### config.mk
export PLATFORM = sky130hd
export DESIGN_NAME = readout_spill_word_decoder
export DESIGN_NICKNAME = d
export VERILOG_FILES = /design/src/design/rswd_pkg.sv /design/src/design/rswd_front.sv /design/src/design/rswd_queue.sv /design/src/design/rswd_back.sv /design/src/design/readout_spill_word_decoder.sv
export SDC_FILE = /design/constraint.sdc
export NUM_CORES = 1
export LEC_CHECK = 0
export BUFFER_PORTS_ARGS = -buffer_cell sky130_fd_sc_hd__clkbuf_2
export CORE_UTILIZATION = 60
export CTS_CLUSTER_DIAMETER = 120
export DETAILED_ROUTE_END_ITERATION = 8
export GPL_TIMING_DRIVEN = 0
export PLACE_DENSITY_LB_ADDON = 0.25
export SLEW_MARGIN = 20
export SYNTH_ARGS = -nofsm -noshare
export SYNTH_HDL_FRONTEND = slang
export SYNTH_SLANG_ARGS = --single-unit
### constraint.sdc
create_clock -name clk_i -period 8.25 [get_ports clk_i]
set_clock_uncertainty 0.1 [all_clocks]
set_input_delay 0 -clock clk_i [delete_from_list [all_inputs] [get_ports clk_i]]
set_output_delay 0 -clock clk_i [all_outputs]
set_load 0.02 [all_outputs]
### src/design/rswd_pkg.sv
// Package for the readout spill word decoder: record codes, word markers,
// phase encoding and the command that travels from front to back.
// No dependencies.
package rswd_pkg;

  localparam logic [31:0] NibMask     = 32'hf000_0000;
  localparam logic [31:0] NibHeader   = 32'h7000_0000;
  localparam logic [31:0] NibTrailer  = 32'hf000_0000;
  localparam logic [31:0] WordKilled  = 32'h666c_affe;
  localparam logic [31:0] WordRoll    = 32'h5c5c_5c5c;
  localparam logic [24:0] RollMax     = 25'h1ff_ffff;

  // command queue between front and back
  localparam int unsigned QDepth = 4;
  localparam int unsigned QPtrW  = $clog2(QDepth);
  localparam int unsigned QCntW  = $clog2(QDepth + 1);

  typedef enum logic [1:0] {
    RecHit     = 2'd0,
    RecHeader  = 2'd1,
    RecTrailer = 2'd2,
    RecKilled  = 2'd3
  } rec_type_e;

  typedef enum logic [3:0] {
    PhHunt  = 4'b0001,
    PhSpill = 4'b0010,
    PhHdr2  = 4'b0100,
    PhTrl2  = 4'b1000
  } phase_e;

  // one classified word, ready for unpacking
  typedef struct packed {
    rec_type_e    kind;
    logic [4:0]   fifo;
    logic [31:0]  word;
    logic [11:0]  counter;
    logic [7:0]   time_high;
    logic [24:0]  roll;
  } cmd_t;

  // one decoded result
  typedef struct packed {
    rec_type_e    record_type;
    logic [4:0]   source_fifo;
    logic [11:0]  spill_counter;
    logic [2:0]   column;
    logic [2:0]   pixel;
    logic [1:0]   tdc;
    logic [24:0]  rollover;
    logic [14:0]  coarse;
    logic [8:0]   fine;
  } rec_t;

endpackage

### src/design/rswd_front.sv
// Front of the spill word decoder: phase tracking, rollover counting and
// classification of accepted words into commands. Uses rswd_pkg.
module rswd_front (
  input  logic          clk_i,
  input  logic          rst_ni,
  input  logic          valid_i,
  input  logic [31:0]   data_word_i,
  input  logic [4:0]    fifo_id_i,
  output logic          q_push_o,
  output rswd_pkg::cmd_t cmd_o
);
  import rswd_pkg::*;

  phase_e      phase_q, phase_d;
  logic [11:0] held_counter_q, held_counter_d;
  logic [7:0]  held_high_q, held_high_d;
  logic [24:0] roll_q, roll_d;
  logic        is_header, is_trailer;

  assign is_header  = (data_word_i & NibMask) == NibHeader;
  assign is_trailer = (data_word_i & NibMask) == NibTrailer;

  always_comb begin
    phase_d        = phase_q;
    held_counter_d = held_counter_q;
    held_high_d    = held_high_q;
    roll_d         = roll_q;
    q_push_o       = 1'b0;
    cmd_o.kind      = RecHit;
    cmd_o.fifo      = fifo_id_i;
    cmd_o.word      = data_word_i;
    cmd_o.counter   = held_counter_q;
    cmd_o.time_high = held_high_q;
    cmd_o.roll      = roll_q;
    if (valid_i) begin
      unique case (phase_q)
        PhHunt: begin
          if (is_header) begin
            held_counter_d = data_word_i[27:16];
            held_high_d    = data_word_i[7:0];
            phase_d        = PhHdr2;
          end
        end
        PhHdr2: begin
          // second word is the low time whatever it looks like
          q_push_o   = 1'b1;
          cmd_o.kind = RecHeader;
          phase_d    = PhSpill;
        end
        PhTrl2: begin
          q_push_o   = 1'b1;
          cmd_o.kind = RecTrailer;
          phase_d    = PhHunt;
          roll_d     = '0;
        end
        PhSpill: begin
          if (data_word_i == WordKilled) begin
            q_push_o   = 1'b1;
            cmd_o.kind = RecKilled;
            phase_d    = PhHunt;
            roll_d     = '0;
          end else if (is_trailer) begin
            held_counter_d = data_word_i[27:16];
            held_high_d    = data_word_i[7:0];
            phase_d        = PhTrl2;
          end else if (data_word_i == WordRoll) begin
            // saturate at full scale
            if (roll_q != RollMax) roll_d = roll_q + 25'd1;
          end else begin
            q_push_o   = 1'b1;
            cmd_o.kind = RecHit;
          end
        end
        default: begin
          phase_d = PhHunt;
        end
      endcase
    end
  end

  always_ff @(posedge clk_i or negedge rst_ni) begin
    if (!rst_ni) begin
      phase_q        <= PhHunt;
      held_counter_q <= '0;
      held_high_q    <= '0;
      roll_q         <= '0;
    end else begin
      phase_q        <= phase_d;
      held_counter_q <= held_counter_d;
      held_high_q    <= held_high_d;
      roll_q         <= roll_d;
    end
  end

`ifndef SYNTH
  // the rollover count is cleared whenever a spill is left
  a_hunt_roll_clear: assert property (@(posedge clk_i) disable iff (!rst_ni)
    (phase_q == PhHunt) |-> (roll_q == '0))
    else $error("rollover count nonzero while hunting");

  a_hunt_no_push: assert property (@(posedge clk_i) disable iff (!rst_ni)
    (valid_i && phase_q == PhHunt) |-> !q_push_o)
    else $error("record emitted outside a spill");

  a_killed_leaves: assert property (@(posedge clk_i) disable iff (!rst_ni)
    (valid_i && phase_q == PhSpill && data_word_i == WordKilled) |=>
      (phase_q == PhHunt))
    else $error("killed word did not leave the spill");

  a_second_word_push: assert property (@(posedge clk_i) disable iff (!rst_ni)
    (valid_i && (phase_q == PhHdr2 || phase_q == PhTrl2)) |-> q_push_o)
    else $error("second header or trailer word gave no record");
`endif

endmodule

### src/design/rswd_queue.sv
// Short command queue that decouples the decoder front from the back.
// Uses rswd_pkg for depth and the command type.
module rswd_queue (
  input  logic           clk_i,
  input  logic           rst_ni,
  input  logic           push_i,
  input  rswd_pkg::cmd_t data_i,
  output logic           full_o,
  input  logic           pop_i,
  output logic           empty_o,
  output rswd_pkg::cmd_t data_o
);
  import rswd_pkg::*;

  cmd_t             mem_q [QDepth];
  logic [QPtrW-1:0] wr_ptr_q, rd_ptr_q;
  logic [QCntW-1:0] count_q;
  logic             do_push, do_pop;

  assign full_o  = count_q == QCntW'(QDepth);
  assign empty_o = count_q == '0;
  assign do_push = push_i && !full_o;
  assign do_pop  = pop_i && !empty_o;
  assign data_o  = mem_q[rd_ptr_q];

  always_ff @(posedge clk_i) begin
    if (do_push) mem_q[wr_ptr_q] <= data_i;
  end

  always_ff @(posedge clk_i or negedge rst_ni) begin
    if (!rst_ni) begin
      wr_ptr_q <= '0;
      rd_ptr_q <= '0;
      count_q  <= '0;
    end else begin
      if (do_push) wr_ptr_q <= (wr_ptr_q == QPtrW'(QDepth - 1)) ? '0 : wr_ptr_q + 1'b1;
      if (do_pop)  rd_ptr_q <= (rd_ptr_q == QPtrW'(QDepth - 1)) ? '0 : rd_ptr_q + 1'b1;
      if (do_push && !do_pop)      count_q <= count_q + 1'b1;
      else if (do_pop && !do_push) count_q <= count_q - 1'b1;
    end
  end

`ifndef SYNTH
  a_count_bound: assert property (@(posedge clk_i) disable iff (!rst_ni)
    count_q <= QCntW'(QDepth))
    else $error("queue count beyond depth");

  a_count_up: assert property (@(posedge clk_i) disable iff (!rst_ni)
    (do_push && !do_pop) |=> (count_q == $past(count_q) + 1'b1))
    else $error("queue count missed a push");

  a_ptr_gap: assert property (@(posedge clk_i) disable iff (!rst_ni)
    (wr_ptr_q == rd_ptr_q) |-> (empty_o || full_o))
    else $error("queue pointers disagree with count");
`endif

endmodule

### src/design/rswd_back.sv
// Back of the spill word decoder: unpacks queued commands into records and
// holds the oldest one in an output register. Uses rswd_pkg.
module rswd_back (
  input  logic           clk_i,
  input  logic           rst_ni,
  input  logic           q_empty_i,
  input  rswd_pkg::cmd_t cmd_i,
  output logic           q_pop_o,
  input  logic           pop_i,
  output logic           empty_o,
  output rswd_pkg::rec_t rec_o
);
  import rswd_pkg::*;

  logic        valid_q;
  rec_t        rec_q, rec_d;
  logic [39:0] full_time;

  assign full_time = {cmd_i.time_high, cmd_i.word};
  // refill the output register when it is empty or being drained
  assign q_pop_o   = !q_empty_i && (!valid_q || pop_i);

  always_comb begin
    rec_d             = '0;
    rec_d.record_type = cmd_i.kind;
    rec_d.source_fifo = cmd_i.fifo;
    unique case (cmd_i.kind)
      RecHit: begin
        rec_d.column   = cmd_i.word[31:29];
        rec_d.pixel    = cmd_i.word[28:26];
        rec_d.tdc      = cmd_i.word[25:24];
        rec_d.rollover = cmd_i.roll;
        rec_d.coarse   = cmd_i.word[23:9];
        rec_d.fine     = cmd_i.word[8:0];
      end
      RecHeader, RecTrailer: begin
        rec_d.spill_counter = cmd_i.counter;
        rec_d.rollover      = full_time[39:15];
        rec_d.coarse        = full_time[14:0];
      end
      RecKilled: begin
        rec_d.rollover = '0;
      end
      default: begin
        rec_d.rollover = '0;
      end
    endcase
  end

  always_ff @(posedge clk_i) begin
    if (q_pop_o) rec_q <= rec_d;
  end

  always_ff @(posedge clk_i or negedge rst_ni) begin
    if (!rst_ni) begin
      valid_q <= 1'b0;
    end else if (q_pop_o) begin
      valid_q <= 1'b1;
    end else if (pop_i) begin
      valid_q <= 1'b0;
    end
  end

  assign empty_o = !valid_q;
  assign rec_o   = rec_q;

`ifndef SYNTH
  a_hold_stalled: assert property (@(posedge clk_i) disable iff (!rst_ni)
    (valid_q && !pop_i) |=> (valid_q && rec_q == $past(rec_q)))
    else $error("stalled record changed");

  a_refill: assert property (@(posedge clk_i) disable iff (!rst_ni)
    (!q_empty_i && !valid_q) |-> q_pop_o)
    else $error("output register idle with queued commands");

  a_killed_zero: assert property (@(posedge clk_i) disable iff (!rst_ni)
    (valid_q && rec_q.record_type == RecKilled) |->
      (rec_q.rollover == '0 && rec_q.coarse == '0 && rec_q.spill_counter == '0))
    else $error("killed record carries payload");
`endif

endmodule

### src/design/readout_spill_word_decoder.sv
// Readout spill word decoder: takes one 32-bit readout word and its FIFO id
// per cycle and emits at most one decoded record (hit, spill header, spill
// trailer or killed FIFO) per word. Sustained rate is one word per clock while
// full is low; each record waits in the command queue, then in the output
// register. A four-entry command queue and one output register sit between
// the classifier and the result ports, so full rises only once four records
// are waiting behind an unpopped output. Words outside a spill that are not
// headers are dropped without a record. Uses rswd_pkg.
module readout_spill_word_decoder (
  input  logic        clk_i,
  input  logic        rst_ni,
  input  logic        push,
  output logic        full,
  input  logic [31:0] data_word_i,
  input  logic [4:0]  fifo_id_i,
  output logic        empty,
  input  logic        pop,
  output logic [1:0]  record_type_o,
  output logic [4:0]  source_fifo_o,
  output logic [11:0] spill_counter_o,
  output logic [2:0]  column_o,
  output logic [2:0]  pixel_o,
  output logic [1:0]  tdc_o,
  output logic [24:0] rollover_o,
  output logic [14:0] coarse_o,
  output logic [8:0]  fine_o
);
  import rswd_pkg::*;

  logic accept;
  logic f_push;
  cmd_t f_cmd, q_cmd;
  logic q_full, q_empty, q_pop;
  rec_t rec;

  assign full   = q_full;
  assign accept = push && !q_full;

  rswd_front u_front (
    .clk_i       (clk_i),
    .rst_ni      (rst_ni),
    .valid_i     (accept),
    .data_word_i (data_word_i),
    .fifo_id_i   (fifo_id_i),
    .q_push_o    (f_push),
    .cmd_o       (f_cmd)
  );

  rswd_queue u_queue (
    .clk_i   (clk_i),
    .rst_ni  (rst_ni),
    .push_i  (f_push),
    .data_i  (f_cmd),
    .full_o  (q_full),
    .pop_i   (q_pop),
    .empty_o (q_empty),
    .data_o  (q_cmd)
  );

  rswd_back u_back (
    .clk_i     (clk_i),
    .rst_ni    (rst_ni),
    .q_empty_i (q_empty),
    .cmd_i     (q_cmd),
    .q_pop_o   (q_pop),
    .pop_i     (pop),
    .empty_o   (empty),
    .rec_o     (rec)
  );

  assign record_type_o   = rec.record_type;
  assign source_fifo_o   = rec.source_fifo;
  assign spill_counter_o = rec.spill_counter;
  assign column_o        = rec.column;
  assign pixel_o         = rec.pixel;
  assign tdc_o           = rec.tdc;
  assign rollover_o      = rec.rollover;
  assign coarse_o        = rec.coarse;
  assign fine_o          = rec.fine;

endmodule

* Word-level counts from Yosys, hierarchy flattened
Memory sizes are Yosys's and may differ from the RTL's.
Cells that the tools add are included.
** Word-level totals
- RAM bits :: 336
- Logic and storage cells :: 103
- Register bits after elaboration :: 133
- Memories :: 1
- Input bits :: 41
- Output and inout bits :: 78
** Cells by class
- Reduce and logical (&&, ||, !) cells :: 23
- $add $sub $neg :: 5
- Eq/ne operators :: 22
- Multiplexer cells :: 35
** Memory list
- u_queue.mem_q :: words 4, bits a word 84, read ports 1, clocked after memory_dff 0, write ports 1, line rswd_queue.sv:15 : cmd_t mem_q [QDepth];
** Operator list (number)
- $mux 25 :: 4
- $pmux 25 s3 :: 1
- $eq 32x31->1 const B :: 2
- $pmux 25 s2 :: 1
- $mux 12 :: 3
- $pmux 15 s2 :: 1
- $add 25x1->25 const B :: 1
- $ne 25x25->1 const B :: 1
- $mux 8 :: 3
- $pmux 12 s2 :: 1
- $pmux 8 s2 :: 1
- $mux 4 :: 3
- $pmux 4 s3 :: 1
- $reduce_and 5->1 :: 2
- $ne 3x1->1 const B :: 3
- $eq 2x2->1 const B :: 4
- $eq 4x3->1 const B :: 2
- $eq 4x4->1 const B :: 2
- $mux 1 :: 8
- $mux 2 :: 4
- $reduce_bool 2->1 :: 4
- $logic_and 1x1->1 :: 6
- $mux 3 :: 2
- $pmux 2 s3 :: 1
- 17 further kinds :: 24

* Depth between registers and ports, before layout
- Depth in word-level cells :: 11
- Mapped depth :: 11
- Mapped depth without buffers :: 11

* By module
A second synthesis with hierarchy kept.
** Unflattened totals
- Cells, all modules :: 1006
- Area total of the unflattened synthesis :: 18863.1 um2
** Modules (own cells, without submodules)
- rswd_queue :: instances 1, area each 12598.3 um2, cells an instance 476, sequential area each 10264.8 um2
- rswd_front :: instances 1, area each 3171.8 um2, cells an instance 321, sequential area each 1227.4 um2
- rswd_back :: instances 1, area each 3079.2 um2, cells an instance 208, sequential area each 2307.2 um2
- readout_spill_word_decoder :: instances 1, area each 13.8 um2, cells an instance 1, sequential area each 0.0 um2

* Least setup slack after synthesis
No wires, ideal clock.
- Kind :: reg-to-reg
- From :: reg u_queue.count_q[0]
- To :: reg u_queue.count_q[1]
- Arrival :: 5.590 ns
- Setup slack :: 2.435 ns
- Data required time :: 8.025 ns
- Cell stages (with the launch flop) :: 8
- Buffers on the path :: 0
- Path through :: dfrtp_1 nor3_1 a21oi_1 inv_1 ha_1 inv_1 fa_1 mux2_2
** RTL lines
- from (decl) :: line rswd_queue.sv:17 : logic [QCntW-1:0] count_q;
- from (signal assigned) :: line rswd_queue.sv:38 : if (do_push && !do_pop) count_q <= count_q + 1'b1;
- from (signal assigned) :: line rswd_queue.sv:39 : else if (do_pop && !do_push) count_q <= count_q - 1'b1;
- $logic_not 3->1 (*) :: line rswd_queue.sv:21 : assign empty_o = count_q == '0;
- $logic_not 1->1 (*) :: line rswd_back.sv:21 : assign q_pop_o = !q_empty_i && (!valid_q || pop_i);
- $logic_and 1x1->1 (*) :: line rswd_back.sv:21
- net q_pop :: line readout_spill_word_decoder.sv:33 : logic q_full, q_empty, q_pop;
- $logic_and 1x1->1 (*) :: line rswd_queue.sv:23 : assign do_pop = pop_i && !empty_o;
- $logic_not 1->1 :: line rswd_queue.sv:38
- $logic_and 1x1->1 :: line rswd_queue.sv:38
- $mux 3 / $reduce_bool 2->1 (equally long branches)
The timed path passes the listed nets; every way through them passes the cells marked *. The select of a mux whose other input is x is not followed.
A chain may end at the register's enable or synchronous reset.

==> impl_metrics.env <==
export IMPL_status="completed"
export IMPL_layout_cells_non_filler=1556
export IMPL_ir_worst_vdd_v=0.0001700
export IMPL_grt_pass1_wl_um=58710
export IMPL_drv_cap=0
export IMPL_hp_start="pop"
export IMPL_slew_viol_final=0
export IMPL_synth_edf_count=412
export IMPL_slew_headroom=0.2567
export IMPL_synth_most_common_cell="edfxtp_1"
export IMPL_ff2ff_setup_slack_ns=3.71
export IMPL_wl_per_cell_um=25.14
export IMPL_crit_required_ns=8.53
export IMPL_post_route_period_util=0.5505
export IMPL_pwr_share_clk=0.275
export IMPL_wirelength_um=39120
export IMPL_dp_hpwl_um=24950
export IMPL_crit_path_end_kind="register"
export IMPL_tritoncts="done"
export IMPL_combPwrFrac=0.293
export IMPL_holdCritPathClass="in -> reg"
export IMPL_first_pass_iters=5
export IMPL_power_w=0.007671
export IMPL_cts_root_buf="clkbuf_16"
export IMPL_drive_gt1_frac=0.2770
export IMPL_yosysWarnings=0
export IMPL_drt_iter0_drc=1187
export IMPL_postCtsSetupBuffers=0
export IMPL_cp_max_fo=10
export IMPL_cts_sinks=469
export IMPL_synth_seq_cells=469
export IMPL_ys_top_cells_by_count="edfxtp_1 (412), mux4_2 (84), dfrtp_1 (56)"
export IMPL_rsz0062_at_grt="no"
export IMPL_rr_startpoint="u_queue.rd_ptr_q[0]"
export IMPL_synth_top_cell_by_area="edfxtp_1"
export IMPL_vias=9454
export IMPL_final_nets=1180
export IMPL_avgSynthCellArea_um2=19.85
export IMPL_clk_latency_ns=0.55
export IMPL_vias_per_cell=6.076
export IMPL_port_buffers=118
export IMPL_grt_usage=0.2636
export IMPL_fmax_mhz=220.2
export IMPL_r2r_end="u_back.rec_o[28]"
export IMPL_io_pins=119
export IMPL_swShare=0.3073
export IMPL_cts_htree_levels=2
export IMPL_grt_max_degree=42
export IMPL_power_internal_w=0.005314
export IMPL_fp_row_count=63
export IMPL_cts_clk_slew_worst_paths_ns=0.06
export IMPL_synth_flop_cell="edfxtp_1"
export IMPL_area_growth_pct=18.53
export IMPL_reg2reg_depth=11
export IMPL_power_leakage_nw=7.453
export IMPL_path_class="reg -> reg"
export IMPL_overflow=0
export IMPL_syn_nets=960
export IMPL_crit_arrival_ns=4.82
export IMPL_netlist_instances=909
export IMPL_synth_cell_type_count=57
export IMPL_grt_pass1_vias=9617
export IMPL_setup_viol=0
export IMPL_power_density_mw_per_mm2=358.7
export IMPL_antennaDiodeCount=0
export IMPL_min_to="u_back.valid_q"
export IMPL_seqPwrFrac=0.432
export IMPL_die_height_um=175.4
export IMPL_start_kind="register"
export IMPL_dpl_cell_count=1429
export IMPL_dieArea_mm2=0.03076
export IMPL_die_w_um=175.4
export IMPL_routabilityCongestion=0.8217
export IMPL_clock_path_buffers=3
export IMPL_ant_nets=0
export IMPL_tns_ns=0
export IMPL_synth_top_area_frac=0.6858
export IMPL_initial_utilization=0.6087
export IMPL_ys_seq_area_frac=0.7649
export IMPL_post_route_min_period_ns=4.542
export IMPL_hold_path_depth=3
export IMPL_core_area_mm2=0.02964
export IMPL_numCtsBuffers=46
export IMPL_async_flop_share=0.1215
export IMPL_syn_area_mm2=0.01804
export IMPL_synthTopCellsByArea="edfxtp_1 (69%), mux4_2 (10%), dfrtp_1 (7.8%), mux2_2 (1.6%), a22o_1 (1.2%)"
export IMPL_drc=0
export IMPL_startpoint="u_queue.rd_ptr_q[0]"
export IMPL_antenna_found_initial=1
export IMPL_p_sw_w=0.002357
export IMPL_hold_viol=0
export IMPL_worst_pin_slew_ns=1.115
==> worst max-delay path by stage <==
stage                         end  slack, ns  cells past startpoint
2_1_floorplan  u_queue.count_q[1]       2.43                      7
3_3_place_gp   u_queue.count_q[1]       0.20                      7
3_5_place_dp     u_back.rec_o[28]       3.78                     11
4_1_cts          u_back.rec_o[28]       3.70                     11
5_1_grt          u_back.rec_o[28]       3.47                     11
6_report         u_back.rec_o[28]       3.71                     11
==> metrics by stage <==
stage / utilization / cell area [um^2] / hold slack (ns) / setup slack (ns)
3_3_place_gp: 0.6451 / 19120 / 0.09801 / 0.2043
4_1_cts: 0.7214 / 21380 / 0.08254 / 3.702
2_1_floorplan: - / 18040 / -0.3956 / 2.435
6_report: 0.7214 / 21380 / 0.09669 / 3.708
5_1_grt: 0.7214 / 21380 / 0.09076 / 3.472
3_5_place_dp: 0.6555 / 19430 / -0.1429 / 3.784
==> flip-flops by register name (all words and copies together) (netlist names), 2 cells and up <==
signal,cells
u_back.rec_o,76
u_front.held_counter_q,12
u_front.held_high_q,8
u_front.phase_q,4
u_front.roll_q,25
u_queue.count_q,3
u_queue.mem_q,336
u_queue.rd_ptr_q,2
u_queue.wr_ptr_q,2
==> power groups by stage <==
stage          Sequential [W]  Clock (W)  Combinational (W)
2_1_floorplan         0.00358          0            0.00121
3_3_place_gp          0.00338          0            0.00212
3_5_place_dp          0.00336          0            0.00221
4_1_cts               0.00331    0.00212            0.00225
5_1_grt               0.00335    0.00221            0.00238
6_report              0.00332    0.00211            0.00225
==> layout make-up <==
| class | instances | area, um^2 |
|---|---|---|
| flip-flops and latches | 469 | 13800 |
| fillers | 1756 | 8257 |
| multi-input cells | 379 | 4021 |
| clock buffers | 69 | 1319 |
| repair buffers | 172 | 1299 |
| well taps | 390 | 488.0 |
| clock inverters | 16 | 212.7 |
| plain buffers | 44 | 178.9 |
| inverters | 17 | 63.81 |
==> timing repair <==
action,4_1_cts,5_1_grt
resized for setup,0,0
hold buffers,42,0
hold endpoints to repair,242,0
==> worst max-delay path, cell delays in order, from the launching register on <==
cell	delay, ns
dfrtp_1	0.37
clkbuf_1	0.24
buf_2	0.35
buf_1	0.64
mux4_2	0.63
inv_1	0.08
ha_1	0.11
clkbuf_1	0.37
nor2b_1	0.29
clkbuf_1	0.32
clkbuf_1	0.54
a22o_1	0.33
==> kinds of logic after synthesis <==
kind of cell	synth area share
buf+inv	0.01332
fa+ha+maj	0.007352
xor+xnor	0.01020
compound gates	0.02982
mux	0.1211
flops	0.7649
simple gates	0.05327
==> per-layer routing <==
metal | vias up | part of all wire | track usage
met5 | - | 0 | 0
met4 | 0 | 0.031 | 0.09058
met3 | 86 | 0.078 | 0.06126
met2 | 442 | 0.50 | 0.4281
met1 | 4816 | 0.39 | 0.3561
li1 | 4110 | - | -
==> cell usage in the layout, fill, tap and decap left out, drive strengths merged, types with 12 or more instances in the layout <==
cell type      n
a21oi         13
a22o          25
a22oi         15
and2          33
buf           23
clkbuf       220
dfrtp         56
dlygate4sd3   42
edfxtp       412
inv           18
mux2          26
mux4          84
nor2          44
nor4          12
xnor2         19
(Power assumes the default switching activity.)
